## src/sv/lpaxd_pkg.sv

```systemverilog
// Shared types and constants of the length-prefixed autokey XOR deframer.
package lpaxd_pkg;

	localparam int unsigned BYTE_W    = 8;
	localparam int unsigned SEED_W    = 8;
	localparam int unsigned MAXLEN_W  = 24;
	localparam int unsigned LEFT_W    = 24;
	localparam int unsigned CMP_W     = 32;
	localparam int unsigned CFG_IDX_W = 1;
	localparam int unsigned CFG_DAT_W = 24;

	localparam logic [SEED_W-1:0]   SEED_RESET   = 8'd171;
	localparam logic [MAXLEN_W-1:0] MAXLEN_RESET = 24'd4096;

	localparam logic [CFG_IDX_W-1:0] REG_KEY_SEED = 1'd0;
	localparam logic [CFG_IDX_W-1:0] REG_MAX_LEN  = 1'd1;

	typedef struct packed {
		logic              valid;
		logic [BYTE_W-1:0] data;
	} stage_t;

	typedef struct packed {
		logic [BYTE_W-1:0] plain_byte;
		logic              frame_end;
		logic              empty_frame;
		logic              length_error;
	} res_t;

endpackage

```

## src/sv/lpaxd_ifs.sv

```systemverilog
// Stream interfaces for received bytes and for deframed result beats.
interface lpaxd_byte_if;
	logic       valid;
	logic       ready;
	logic [7:0] in_byte;

	modport source (output valid, output in_byte, input ready);
	modport sink (input valid, input in_byte, output ready);
endinterface

interface lpaxd_res_if;
	logic       valid;
	logic       ready;
	logic [7:0] plain_byte;
	logic       frame_end;
	logic       empty_frame;
	logic       length_error;

	modport source (output valid, output plain_byte, output frame_end,
		output empty_frame, output length_error, input ready);
	modport sink (input valid, input plain_byte, input frame_end,
		input empty_frame, input length_error, output ready);
endinterface

```

## src/sv/lpaxd_in_stage.sv

```systemverilog
// Input register that holds one received byte until the deframer core takes it.
module lpaxd_in_stage
	import lpaxd_pkg::*;
(
	input  logic  clk,
	input  logic  arst_n,
	lpaxd_byte_if.sink rx,
	input  logic  take,
	output stage_t stage
);

	logic              valid_s1;
	logic [BYTE_W-1:0] data_s1;

	assign rx.ready = !valid_s1 || take;
	assign stage.valid = valid_s1;
	assign stage.data = data_s1;

	always_ff @(posedge clk or negedge arst_n) begin
		if (!arst_n) begin
			valid_s1 <= 1'b0;
		end else if (rx.ready) begin
			valid_s1 <= rx.valid;
		end
	end

	always_ff @(posedge clk) begin
		if (rx.valid && rx.ready) begin
			data_s1 <= rx.in_byte;
		end
	end

endmodule

```

## src/sv/lpaxd_core.sv

```systemverilog
// Header parser, autokey XOR decipher, configuration registers and result register.
module lpaxd_core
	import lpaxd_pkg::*;
#(
	parameter int unsigned HEADER_BYTES = 4
) (
	input  logic                 clk,
	input  logic                 arst_n,
	input  logic                 cfg_we,
	input  logic [CFG_IDX_W-1:0] cfg_index,
	input  logic [CFG_DAT_W-1:0] cfg_wdata,
	input  stage_t               stage,
	output logic                 take,
	lpaxd_res_if.source          res
);

	localparam int unsigned LEN_W  = 8 * HEADER_BYTES;
	localparam int unsigned HIDX_W = (HEADER_BYTES > 1) ? $clog2(HEADER_BYTES) : 1;
	localparam logic [HIDX_W-1:0] HIDX_LAST = HIDX_W'(HEADER_BYTES - 1);

	logic [SEED_W-1:0]   seed_q;
	logic [MAXLEN_W-1:0] maxlen_q;
	logic                in_payload_q;
	logic [HIDX_W-1:0]   hidx_q;
	logic [LEN_W-1:0]    accum_q;
	logic [LEFT_W-1:0]   left_q;
	logic [BYTE_W-1:0]   key_q;
	logic                res_valid_q;
	res_t                res_q;

	logic [LEN_W-1:0] accum_nx;
	logic [CMP_W-1:0] len_full;
	logic             hdr_last;
	logic             len_zero;
	logic             len_over;
	logic             gen;
	res_t             res_nx;

	assign take = stage.valid && (!res_valid_q || res.ready);

	assign accum_nx = (accum_q << 8) | LEN_W'(stage.data);
	assign len_full = CMP_W'(accum_nx);
	assign hdr_last = (hidx_q == HIDX_LAST);
	assign len_zero = (accum_nx == '0);
	assign len_over = (len_full > CMP_W'(maxlen_q));

	always_comb begin
		gen = 1'b0;
		res_nx = '0;
		if (in_payload_q) begin
			gen = 1'b1;
			res_nx.plain_byte = stage.data ^ key_q;
			res_nx.frame_end = (left_q == LEFT_W'(1));
		end else if (hdr_last) begin
			if (len_zero) begin
				gen = 1'b1;
				res_nx.frame_end = 1'b1;
				res_nx.empty_frame = 1'b1;
			end else if (len_over) begin
				gen = 1'b1;
				res_nx.frame_end = 1'b1;
				res_nx.length_error = 1'b1;
			end
		end
	end

	always_ff @(posedge clk or negedge arst_n) begin
		if (!arst_n) begin
			seed_q <= SEED_RESET;
			maxlen_q <= MAXLEN_RESET;
		end else if (cfg_we) begin
			case (cfg_index)
				REG_KEY_SEED: seed_q <= cfg_wdata[SEED_W-1:0];
				REG_MAX_LEN:  maxlen_q <= cfg_wdata[MAXLEN_W-1:0];
				default: ;
			endcase
		end
	end

	always_ff @(posedge clk or negedge arst_n) begin
		if (!arst_n) begin
			in_payload_q <= 1'b0;
			hidx_q <= '0;
			accum_q <= '0;
			left_q <= '0;
			key_q <= SEED_RESET;
		end else if (take) begin
			if (in_payload_q) begin
				key_q <= stage.data;
				left_q <= left_q - LEFT_W'(1);
				if (left_q == LEFT_W'(1)) begin
					in_payload_q <= 1'b0;
					hidx_q <= '0;
					accum_q <= '0;
				end
			end else if (!hdr_last) begin
				accum_q <= accum_nx;
				hidx_q <= hidx_q + HIDX_W'(1);
			end else begin
				hidx_q <= '0;
				accum_q <= '0;
				if (!len_zero && !len_over) begin
					left_q <= len_full[LEFT_W-1:0];
					key_q <= seed_q;
					in_payload_q <= 1'b1;
				end
			end
		end
	end

	always_ff @(posedge clk or negedge arst_n) begin
		if (!arst_n) begin
			res_valid_q <= 1'b0;
		end else if (take && gen) begin
			res_valid_q <= 1'b1;
		end else if (res.ready) begin
			res_valid_q <= 1'b0;
		end
	end

	always_ff @(posedge clk) begin
		if (take && gen) begin
			res_q <= res_nx;
		end
	end

	assign res.valid = res_valid_q;
	assign res.plain_byte = res_q.plain_byte;
	assign res.frame_end = res_q.frame_end;
	assign res.empty_frame = res_q.empty_frame;
	assign res.length_error = res_q.length_error;

	a_flag_excl: assert property (@(posedge clk) disable iff (!arst_n)
		res_valid_q |-> !(res_q.empty_frame && res_q.length_error))
		else $error("empty and error flags both set");

	a_flag_closes: assert property (@(posedge clk) disable iff (!arst_n)
		(res_valid_q && (res_q.empty_frame || res_q.length_error)) |->
		(res_q.frame_end && res_q.plain_byte == '0))
		else $error("flagged result does not close frame with zero byte");

	a_left_nonzero: assert property (@(posedge clk) disable iff (!arst_n)
		in_payload_q |-> (left_q != '0))
		else $error("payload active with no bytes left");

	a_hdr_clean: assert property (@(posedge clk) disable iff (!arst_n)
		in_payload_q |-> (hidx_q == '0 && accum_q == '0))
		else $error("header state not cleared during payload");

	a_take_slot: assert property (@(posedge clk) disable iff (!arst_n)
		(take && gen) |=> res_valid_q)
		else $error("result lost on take");

endmodule

```

## src/sv/length_prefixed_autokey_xor_deframer.sv

```systemverilog
// Top level of the length-prefixed autokey XOR deframer.
// The block takes one received byte per cycle while the result register is free or being
// taken; a byte is registered at the input and held until the core takes it, and any
// result beat it yields is registered in the result register. Header, counter and XOR
// logic lie in a single pass between the input register and the result register. Input
// ready drops only while a byte is held and the result register is full and not being taken.
module length_prefixed_autokey_xor_deframer
	import lpaxd_pkg::*;
#(
	parameter int unsigned HEADER_BYTES = 4
) (
	input  logic                 clk,
	input  logic                 arst_n,
	input  logic                 cfg_we,
	input  logic [CFG_IDX_W-1:0] cfg_index,
	input  logic [CFG_DAT_W-1:0] cfg_wdata,
	lpaxd_byte_if.sink           rx,
	lpaxd_res_if.source          res
);

	stage_t stage;
	logic   take;

	lpaxd_in_stage u_in_stage (
		.clk    (clk),
		.arst_n (arst_n),
		.rx     (rx),
		.take   (take),
		.stage  (stage)
	);

	lpaxd_core #(
		.HEADER_BYTES (HEADER_BYTES)
	) u_core (
		.clk       (clk),
		.arst_n    (arst_n),
		.cfg_we    (cfg_we),
		.cfg_index (cfg_index),
		.cfg_wdata (cfg_wdata),
		.stage     (stage),
		.take      (take),
		.res       (res)
	);

endmodule

```

## src/flat_wrapper.sv

```systemverilog
// flat-port wrapper written by rule: the top's interface ports become plain ports
module length_prefixed_autokey_xor_deframer_flat import lpaxd_pkg::*;
#(
	parameter int unsigned HEADER_BYTES = 4
)
  (clk, arst_n, cfg_we, cfg_index, cfg_wdata, rx_valid, rx_in_byte, rx_ready, res_valid, res_plain_byte, res_frame_end, res_empty_frame, res_length_error, res_ready);
  lpaxd_byte_if rx_i ();
  lpaxd_res_if res_i ();
  input  logic clk;
  input  logic arst_n;
  input  logic cfg_we;
  input  logic [CFG_IDX_W-1:0] cfg_index;
  input  logic [CFG_DAT_W-1:0] cfg_wdata;
  input wire logic [$bits(rx_i.valid)-1:0] rx_valid;
  input wire logic [$bits(rx_i.in_byte)-1:0] rx_in_byte;
  output wire logic [$bits(rx_i.ready)-1:0] rx_ready;
  output wire logic [$bits(res_i.valid)-1:0] res_valid;
  output wire logic [$bits(res_i.plain_byte)-1:0] res_plain_byte;
  output wire logic [$bits(res_i.frame_end)-1:0] res_frame_end;
  output wire logic [$bits(res_i.empty_frame)-1:0] res_empty_frame;
  output wire logic [$bits(res_i.length_error)-1:0] res_length_error;
  input wire logic [$bits(res_i.ready)-1:0] res_ready;
  assign rx_i.valid = rx_valid;
  assign rx_i.in_byte = rx_in_byte;
  assign rx_ready = rx_i.ready;
  assign res_valid = res_i.valid;
  assign res_plain_byte = res_i.plain_byte;
  assign res_frame_end = res_i.frame_end;
  assign res_empty_frame = res_i.empty_frame;
  assign res_length_error = res_i.length_error;
  assign res_i.ready = res_ready;
  length_prefixed_autokey_xor_deframer #(.HEADER_BYTES(HEADER_BYTES)) u_core (.clk(clk), .arst_n(arst_n), .cfg_we(cfg_we), .cfg_index(cfg_index), .cfg_wdata(cfg_wdata), .rx(rx_i), .res(res_i));
endmodule
```

## config.mk

```make
export PLATFORM = sky130hd
export DESIGN_NAME = length_prefixed_autokey_xor_deframer_flat
export DESIGN_NICKNAME = d
export VERILOG_FILES = /design/src/sv/lpaxd_pkg.sv /design/src/sv/lpaxd_ifs.sv /design/src/sv/lpaxd_in_stage.sv /design/src/sv/lpaxd_core.sv /design/src/sv/length_prefixed_autokey_xor_deframer.sv /design/src/flat_wrapper.sv
export SDC_FILE = /design/constraint.sdc
export NUM_CORES = 1
export LEC_CHECK = 0
export BUFFER_PORTS_ARGS = -buffer_cell sky130_fd_sc_hd__buf_2
export CELL_PAD_IN_SITES_DETAIL_PLACEMENT = 1
export CELL_PAD_IN_SITES_GLOBAL_PLACEMENT = 2
export CORE_ASPECT_RATIO = 1.2
export CORE_MARGIN = 2
export CORE_UTILIZATION = 39
export DETAILED_ROUTE_END_ITERATION = 6
export PLACE_DENSITY = 0.82
export SYNTH_ARGS = -nofsm -noshare
export SYNTH_HDL_FRONTEND = slang
export SYNTH_SLANG_ARGS = --single-unit
export TNS_END_PERCENT = 10
```

## constraint.sdc

```tcl
create_clock -name clk -period 3.49 [get_ports clk]
set_clock_uncertainty 0.2 [all_clocks]
set_input_delay 0.698 -clock clk [delete_from_list [all_inputs] [get_ports clk]]
set_output_delay 0.698 -clock clk [all_outputs]
set_load 0.1 [all_outputs]
```

==> metrics, run 1 <==
initial antenna violation count 0; CTS tree built; power per cell area 542.0 nW/µm²; total track usage 0.2120; first-pass GRT wire length 27.79 mm; area grow syn2layout 14.15%; drt drc 0; Slew headroom 0.4692; final net count between 700 and 800; worst hold margin 0.1538 ns; worst setup path start u_core.u_core.maxlen_q[12]; reg2reg start u_core.u_core.maxlen_q[12]; Clock Path Buffers 2; Worst Hold Class input port to async pin; vias in the first global route roughly 5300; die area ~17000 µm²; # fillers 1821; worst-case reg-to-reg path depth 9; Worst-path clk slew 0.08 ns; largest stage delay on the critical path 0.54 ns; Vias/cell 5.543; most common cell after layout, fill and taps aside nand2_1; RSZ-0062 raised after global routing no; TritonCTS Buffers 9; Worst Path Required 3.53 ns; Crit. End Element flip-flop; Cell variety after synth 68; total grt overflow 0; Initial Utilization 0.3973; insertion delay to the later sink of the worst-skew pair between 0.3 and 0.4 ns; IO buf count 50; row count 50; commonest cells after routing, fill and taps aside nand2_1 (84), dfrtp_1 (82), buf_2 (49); leakage power 3.067 nW; TNS Setup 0 ns; status complete, no violations; Crit. path cell count 9; Worst path top cell family by delay simple AND/OR/NAND/NOR gates; Final min period about 3.1 ns; final hold vios 0; Max Cap Viol 0; Critical-path top delay cell dfstp_2; H-tree level count 3; Seq/Total Area, Yosys 0.4723; Post-synth EDFFs 19; Worst Path Buf+Inv 2; Avg WL per Cell 19.25 µm; Worst Path Arrival 3.18 ns; top cells by area, synth dfrtp_1 (33%), edfxtp_1 (9.3%), mux2_2 (6.0%); Ys Warns 0; part of the cycle the worst path needs 0.8996; Cell Area, Synth between 6000 and 7000 µm²; Crit Path Category flip-flop to flip-flop; Routability Congestion 0.7856; flops & latches, synth 112; share of cells above drive strength 1 0.2203; Die X 118.8 µm; asr flop ratio synth 0.8304; setup repair bufs after CTS 0; CP cell instances inv_1 > ha_1 > nand4_1 > nor4_1 > nand4b_1 > a311oi_4 > buf_6 > nor4b_1 > nor3_1; Synth area leader dfrtp_1; Worst Tran Pin Value 0.7945 ns; Die H 141.7 µm; Ports 51; net count after synthesis 692; cells after synthesis 627; Synth top area share 0.3329; Final ANT Viol Nets 0; largest net degree at the start of global routing 94; worst vdd ir 255.5 µV; worst-path fanout max 30; core region area 15510 µm²; Post-synth top flop dfrtp_1; final slew viol count 0; CTS root buf clkbuf_16; first drt pass iteration count 4; final setup vio count 0; hpwl dp 12.12 mm; vias 4928; achievable frequency about 320 MHz; Routed WL 17.12 mm; ant diodes 0; Post-Place Setup Slack about 0.27 ns; crit path capture u_core.u_core.left_q[8]; R2R Setup Slk 0.35 ns; Avg Inst Size Synth 9.832 µm²; final worst setup slack 0.3503 ns; clock sinks 112; RR Endpoint u_core.u_core.left_q[8]; Setup crit start kind flip-flop; initial drt markers 258
==> cell usage after synthesis, types with 3 or more instances <==
cell type	number
o221ai_1	3
clkbuf_1	25
edfxtp_1	19
nor2_1	46
nand2_1	84
buf_2	3
nor3_1	15
nor3_2	3
and3_1	7
nor4_1	11
o22ai_1	5
o221a_1	4
a211oi_1	5
nand4_1	7
o21ai_1	36
o21a_1	3
o31ai_1	3
a22oi_1	10
dfrtp_1	82
ha_1	27
buf_1	3
nand3_1	11
xnor2_1	8
buf_6	3
nand2b_1	4
dfstp_2	11
nor4b_1	4
a21oi_1	18
inv_1	43
a31oi_1	3
mux2i_1	8
nor2b_1	4
o21ai_0	16
o311a_1	6
mux2_2	33
o31a_1	9
or3_1	8
==> metal layers <==
metal	vias up	part of all wire	global-route usage
li1	2346	-	-
met5	-	0	0
met1	2500	0.44	0.2660
met4	0	0.019	0.08396
met3	23	0.025	0.03055
met2	59	0.51	0.3681
==> kinds of logic after synthesis <==
group,share of synthesized area
AOI/OAI and AO/OA,0.1555
xor gates and xnor gates,0.01137
adders and majority gates,0.05480
buffers and inverters,0.05419
DFF,0.4723
muxes,0.07327
and+or+nand+nor,0.1786
==> power by group <==
part           leakage, nW  internal (mW)  total (mW)  switching, mW
registers             1.35           1.51        1.69          0.177
logic                 1.57          0.408        1.02          0.612
clock network        0.145          0.570        1.11          0.535
total                 3.07           2.49        3.81           1.32
==> timing repair <==
item / CTS / global route
hold buffers: 0 / 0
gates resized for setup: 0 / 1
hold endpoints to repair: 0 / 0
setup endpoints to repair: 0 / 1
==> worst min-delay path by stage <==
stage | start | to | slack (ns)
4_1_cts | arst_n | u_core.u_core.left_q[18] | 0.20
3_3_place_gp | u_core.u_core.accum_q[18] | u_core.u_core.accum_q[18] | 0.27
2_1_floorplan | arst_n | u_core.u_core.accum_q[0] | 0.20
6_report | arst_n | u_core.u_core.left_q[18] | 0.15
5_1_grt | arst_n | u_core.u_core.left_q[17] | 0.22
3_5_place_dp | u_core.u_core.hidx_q[0] | u_core.u_core.hidx_q[0] | 0.28
==> stage by stage <==
step                      cell area, µm²  power (mW)  instances  utilization
final                               7037       3.814        889       0.4535
after global routing                7037       4.032        889       0.4535
after CTS                           7033       3.858        889       0.4533
after detailed placement            6720       2.740        873       0.4331
after global placement              6720       2.689        873       0.4331
after floorplan                     6165       2.476        627            -
==> sequential cells by signal, summed over array words and instances (netlist names), 2 cells and up <==
register and count:
u_core.u_core.maxlen_q 24, u_core.u_core.left_q 24, u_core.u_core.accum_q 24, u_core.u_core.seed_q 8, u_core.u_core.key_q 8, u_core.u_core.res.plain_byte 8, u_core.u_core.hidx_q 2, u_core.u_in_stage.data_s1 8
==> final cells by class <==
type | instances | area, µm² | area share
Inverter | 44 | 165.2 | 0.02347
Tap cell | 208 | 260.3 | 0.03698
Timing Repair Buffer | 74 | 461.7 | 0.06561
Sequential cell | 112 | 2912 | 0.4138
Clock inverter | 7 | 87.58 | 0.01245
Multi-Input combinational cell | 435 | 2925 | 0.4157
Clock buffer | 9 | 225.2 | 0.03201
(Power assumes the default switching activity.)
==> inputs of run 2 (changes only) <==
--- a/config.mk
+++ b/config.mk
@@ -10,9 +10,10 @@
 export CELL_PAD_IN_SITES_GLOBAL_PLACEMENT = 2
 export CORE_ASPECT_RATIO = 1.2
 export CORE_MARGIN = 2
-export CORE_UTILIZATION = 39
+export CORE_UTILIZATION = 42
 export DETAILED_ROUTE_END_ITERATION = 6
-export PLACE_DENSITY = 0.82
+export HOLD_SLACK_MARGIN = 0.03
+export PLACE_DENSITY = 0.88
 export SYNTH_ARGS = -nofsm -noshare
 export SYNTH_HDL_FRONTEND = slang
 export SYNTH_SLANG_ARGS = --single-unit
==> constraint.sdc (replaced) <==
create_clock -name clk -period 4 [get_ports clk]
set_clock_uncertainty 0.2 [all_clocks]
set_input_delay 0.8 -clock clk [delete_from_list [all_inputs] [get_ports clk]]
set_output_delay 0.8 -clock clk [all_outputs]
set_load 0.1 [all_outputs]
==> run 2 against run 1 <==
Effect of this change: first-iteration DRC count shrank 31%; clock-buffer cell count rose by 1; non-clock buffer count down 12; maximum frequency fell by 3.7%; sequential share of layout area is 1.1 points higher; sequential power shrank 12%; register-to-register slack improved by 0.39 ns; clock power decreased by 22%; wire length decreased by 0.96%; largest cell class unchanged; largest power group unchanged.
==> metrics, run 2 (synthesized netlist as in run 1, its figures left out) <==
status complete, no violations; R2R Setup Slk 0.74 ns (+0.39 ns); worst vdd ir 204.9 µV (-20%); Resized Gates After CTS 0 (unchanged); initial antenna violation count 0 (unchanged); Setup crit start kind flip-flop; H-tree level count 3 (unchanged); Total Power 3.232 mW (-15%); Die H 136.7 µm (-3.5%); Final ANT Viol Nets 0 (unchanged); hpwl dp 12.23 mm (+0.88%); insertion delay to the later sink of the worst-skew pair 0.36 ns (about the same); largest net degree at the start of global routing 63 (-33%); IO buf count 50 (unchanged); clock sinks 112 (unchanged); share of cells above drive strength 1 0.2063 (-0.01399); total grt overflow 0 (unchanged); Slew headroom 0.3249 (-0.1443); initial drt markers 178 (-31%); RSZ-0062 raised after global routing no; total track usage 0.2280 (+0.01601); Worst Tran Pin Value 1.012 ns (+0.2170 ns); CTS root buf clkbuf_16; Die X 114.6 µm (-3.5%); achievable frequency 306.6 MHz (-3.7%); core region area 14350 µm² (-7.5%); Routed WL 16.95 mm (-0.96%); ant diodes 0 (unchanged); Vias/cell 5.816 (+4.9%); first-pass GRT wire length 27.80 mm (about the same); crit path capture u_core.u_core.left_q[17]; die area 15670 µm² (-6.9%); final hold vios 0 (unchanged); final worst setup slack 0.7380 ns (+0.3877 ns); TNS Setup 0 ns (unchanged); Avg WL per Cell 20.08 µm (+4.3%); power per cell area 471.3 nW/µm² (-13%); final net count 729 (-1.6%); # fillers 1616 (-11%); Worst Path Arrival 3.35 ns (+0.17 ns); Largest regs u_core.u_core.accum_q: 24 flops, u_core.u_core.left_q: 24 flops, u_core.u_core.maxlen_q: 24 flops; worst setup path start u_core.u_in_stage.data_s1[1]; TritonCTS Buffers 9 (unchanged); Final min period 3.262 ns (+0.1223 ns); Worst Path Required 4.09 ns (+0.56 ns); RR Endpoint u_core.u_core.left_q[17]; Max Cap Viol 0 (unchanged); Crit. End Element flip-flop; commonest cells after routing, fill and taps aside nand2_1 (84), dfrtp_1 (82), buf_2 (49); Worst Hold Class input port to async pin; part of the cycle the worst path needs 0.8155 (-0.08413); Worst-path clk slew 0.08 ns (about the same); post-route cell area 6859 µm² (-2.5%); reg2reg start u_core.u_in_stage.data_s1[1]; final setup vio count 0 (unchanged); most common cell after layout, fill and taps aside nand2_1; worst-path fanout max 44 (+47%); leakage power 2.989 nW (-2.6%); Post-CTS Hold Buffers 0 (unchanged); Ports 51 (unchanged); Clock Path Buffers 2 (unchanged); CTS tree built; Initial Utilization 0.4295 (+0.03214); Post-Place Setup Slack 0.7518 ns (+0.4851 ns); Sequential Area 2912 µm² (unchanged); worst-case reg-to-reg path depth 9 (unchanged); drt drc 0 (unchanged); vias 4909 (-0.39%); area grow syn2layout 11.26%; Crit Path Category flip-flop to flip-flop; final slew viol count 0 (unchanged); setup repair bufs after CTS 0 (unchanged); row count 48 (-4.0%); vias in the first global route 5259 (+0.038%); Routability Congestion 0.8236 (+4.8%); first drt pass iteration count 4 (unchanged); Placement Cell Area 6579 µm² (-2.1%); area occupied by multi-input gates 2928 µm² (about the same)
==> run 2: area by class of cell <==
class | count | share of cell area
Inverter | 44 | 0.02408
Timing Repair Buffer | 62 | 0.05181
Clock inverter | 6 | 0.007479
Tap cell | 175 | 0.03192
Sequential cell | 112 | 0.4245
Clock buffer | 10 | 0.03338
Multi-Input combinational cell | 435 | 0.4269
==> run 2: worst min path at each step <==
| stage | to | slack, ns | cells after the start |
|---|---|---|---|
| after floorplan | u_core.u_core.key_q[0] | 0.25 | 2 |
| after global placement | u_core.u_core.accum_q[16] | 0.27 | 2 |
| after detailed placement | u_core.u_core.key_q[0] | 0.28 | 2 |
| after CTS | u_core.u_core.left_q[19] | 0.28 | 1 |
| after global routing | u_core.u_core.left_q[19] | 0.28 | 1 |
| final | u_core.u_core.left_q[19] | 0.25 | 1 |
==> run 2: critical path, stage by stage (launching register included) <==
cell      delay [ns]
edfxtp_1        0.57
ha_1            0.38
nor2b_1         0.14
o211a_1         0.21
o21ai_0         0.17
nand4_1         0.18
a311oi_4        0.34
buf_4           0.49
mux2i_1         0.29
o221a_1         0.23
==> run 2: report_power, final <==
group / switching [mW] / internal (mW)
clock network: 0.438 / 0.432
logic: 0.537 / 0.349
registers: 0.158 / 1.32
total: 1.13 / 2.10
==> run 2: routing by layer <==
layer,wire length (µm),global-route usage
met5,0,0
met4,220,0.06436
met3,524,0.03454
met2,8878,0.3994
met1,7328,0.2920
==> run 2: stage by stage <==
stage | hold WS, ns | std cells | util
4_1_cts | 0.2815 | 844 | 0.4779
6_report | 0.2542 | 844 | 0.4779
3_5_place_dp | 0.2821 | 828 | 0.4583
2_1_floorplan | 0.2524 | 627 | -
3_3_place_gp | 0.2710 | 828 | 0.4583
5_1_grt | 0.2780 | 844 | 0.4779
==> inputs of run 3 (changes only) <==
--- a/config.mk
+++ b/config.mk
@@ -10,10 +10,10 @@
 export CELL_PAD_IN_SITES_GLOBAL_PLACEMENT = 2
 export CORE_ASPECT_RATIO = 1.2
 export CORE_MARGIN = 2
-export CORE_UTILIZATION = 42
+export CORE_UTILIZATION = 39
 export DETAILED_ROUTE_END_ITERATION = 6
 export HOLD_SLACK_MARGIN = 0.03
-export PLACE_DENSITY = 0.88
+export PLACE_DENSITY = 0.82
 export SYNTH_ARGS = -nofsm -noshare
 export SYNTH_HDL_FRONTEND = slang
 export SYNTH_SLANG_ARGS = --single-unit
==> constraint.sdc (replaced) <==
create_clock -name clk -period 3.2 [get_ports clk]
set_clock_uncertainty 0.2 [all_clocks]
set_input_delay 0.64 -clock clk [delete_from_list [all_inputs] [get_ports clk]]
set_output_delay 0.64 -clock clk [all_outputs]
set_load 0.1 [all_outputs]
==> run 3 against run 2 <==
Effect of this change: via count increased by 1.9%; maximum frequency rose by 7.2%; global-route usage fell by 1.3 points; largest power group unchanged.
==> metrics, run 3 (synthesized netlist as in run 1, its figures left out) <==
Avg WL per Cell 19.39 µm (-3.5%); Metal-1 WL 7.665 mm (+4.6%); clock sinks 112 (unchanged); vias in the first global route 5403 (+2.7%); power per cell area 577.8 nW/µm² (+23%); status complete, no violations; TNS Setup 0 ns (unchanged); initial drt markers 244 (+37%); Die X 118.8 µm (+3.6%); Ports 51 (unchanged); hpwl dp 12.60 mm (+3.0%); CTS tree built; most common cell after layout, fill and taps aside nand2_1; first drt pass iteration count 4 (unchanged); leakage power 3.166 nW (+5.9%); final net count 756 (+3.7%); initial antenna violation count 0 (unchanged); total grt overflow 0 (unchanged); Routed WL 17.53 mm (+3.4%); worst-path fanout max 22 (-50%); Routability Congestion 0.7938 (-3.6%); Worst Path Required 3.21 ns (-0.88 ns); commonest cells after routing, fill and taps aside nand2_1 (83), dfrtp_1 (82), buf_2 (49); worst-case reg-to-reg path depth 9 (unchanged); Total Power 4.163 mW (+29%); insertion delay to the later sink of the worst-skew pair 0.37 ns (about the same); H-tree level count 3 (unchanged); met3 routed wirelength 493 µm (-5.9%); RSZ-0062 raised after global routing no; first-pass GRT wire length 28.48 mm (+2.5%); total track usage 0.2150 (-0.01301); worst vdd ir 276.7 µV (+35%); Crit Path Category flip-flop to flip-flop; CTS root buf clkbuf_16; worst setup path start u_core.u_core.accum_q[10]; Die H 141.7 µm (+3.7%); Worst Path Arrival 3.05 ns (-0.30 ns); part of the cycle the worst path needs 0.9512 (+0.1357); Worst Tran Pin Value 0.7080 ns (-0.3036 ns); Largest regs u_core.u_core.accum_q: 24 flops, u_core.u_core.left_q: 24 flops, u_core.u_core.maxlen_q: 24 flops; drt drc 0 (unchanged); achievable frequency 328.5 MHz (+7.2%); row count 50 (+4.2%); final setup vio count 0 (unchanged); Crit. End Element flip-flop; largest net degree at the start of global routing 63 (unchanged); Post-CTS Hold Buffers 0 (unchanged); Final ANT Viol Nets 0 (unchanged); Worst Hold Class input port to async pin; Initial Utilization 0.3973 (-0.03214); highest metal used met4; met2 wire length 8.864 mm (-0.16%); worst hold margin 0.04244 ns (-0.2117 ns); RR Endpoint u_core.u_core.left_q[3]; reg2reg start u_core.u_core.accum_q[10]; final core occ 0.4644 (-0.01350); area grow syn2layout 16.87%; R2R Setup Slk 0.16 ns (-0.58 ns); Setup crit start kind flip-flop; Final min period 3.044 ns (-0.2182 ns); Max Cap Viol 0 (unchanged); TritonCTS Buffers 9 (unchanged); # fillers 1840 (+14%); final slew viol count 0 (unchanged); core region area 15510 µm² (+8.1%); Vias/cell 5.533 (-4.9%); Clock Path Buffers 2 (unchanged); Worst-path clk slew 0.08 ns (about the same); share of cells above drive strength 1 0.2471 (+0.04085); IO buf count 50 (unchanged); die area 16830 µm² (+7.4%); ant diodes 0 (unchanged); vias 5002 (+1.9%); final hold vios 0 (unchanged); Slew headroom 0.5270 (+0.2021)
run 3: cell count changes in the layout (fill, tap and decap cells not counted), moves of 2 or more:
| cell | before | now |
|---|---|---|
| clkinv_4 | 3 | 1 |
| inv_8 | 0 | 2 |
| buf_4 | 12 | 36 |
| buf_12 | 1 | 3 |
| a211oi_1 | 5 | 3 |
| a211oi_2 | 1 | 3 |
| nor4b_1 | 4 | 2 |
| nor4b_2 | 0 | 2 |
run 3: final cells by class:
class | instances | area (µm²) | share of cell area
sequential | 112 | 2912 | 0.4041
timing repair buffer | 89 | 600.6 | 0.08336
clock inverter | 7 | 81.33 | 0.01129
tap | 208 | 260.3 | 0.03612
clock buffer | 9 | 225.2 | 0.03126
multi-input combinational | 435 | 2960 | 0.4109
inverter | 44 | 165.2 | 0.02292
run 3: worst max-delay path by stage:
stage	end	depth (start not counted)
finish	u_core.u_core.left_q[3]	9
global route	u_core.u_core.left_q[3]	9
CTS	u_core.u_core.left_q[8]	9
detailed placement	u_core.u_core.left_q[3]	9
global placement	u_core.u_core.left_q[8]	9
floorplan	u_core.u_core.res.empty_frame	9
run 3: timing repair:
action | in CTS | in global routing
buffers inserted | 0 | 1
setup endpoints to repair | 0 | 41
resized for setup | 0 | 7
run 3: metrics by stage:
step                instance area, µm²  instances  worst slack, ns
floorplan                         6165        627           0.1706
global route                      7204        904          0.03126
finish                            7204        904           0.1561
CTS                               7137        902          0.04298
detailed placement                6830        886          0.05813
global placement                  6830        886           0.2088
run 3: power by group:
part	total [mW]	switching, mW	internal (mW)	leakage (nW)
clock	1.18	0.614	0.565	0.150
sequential	1.83	0.186	1.65	1.35
combinational	1.15	0.694	0.455	1.67
total	4.16	1.49	2.67	3.17
run 3: critical path, stage by stage, from the launching register on:
cell      delay (ns)
dfrtp_1         0.45
ha_1            0.32
o21ai_0         0.23
o21bai_2        0.13
nand2b_1        0.16
a2111o_1        0.41
a311oi_4        0.42
buf_12          0.23
mux2i_1         0.20
o221ai_1        0.14
run 3: layer usage:
layer / global-route usage / vias to the layer above
met4: 0.09398 / 0
met2: 0.3654 / 81
li1: - / 2381
met1: 0.2784 / 2513
met5: 0 / -
met3: 0.02211 / 27
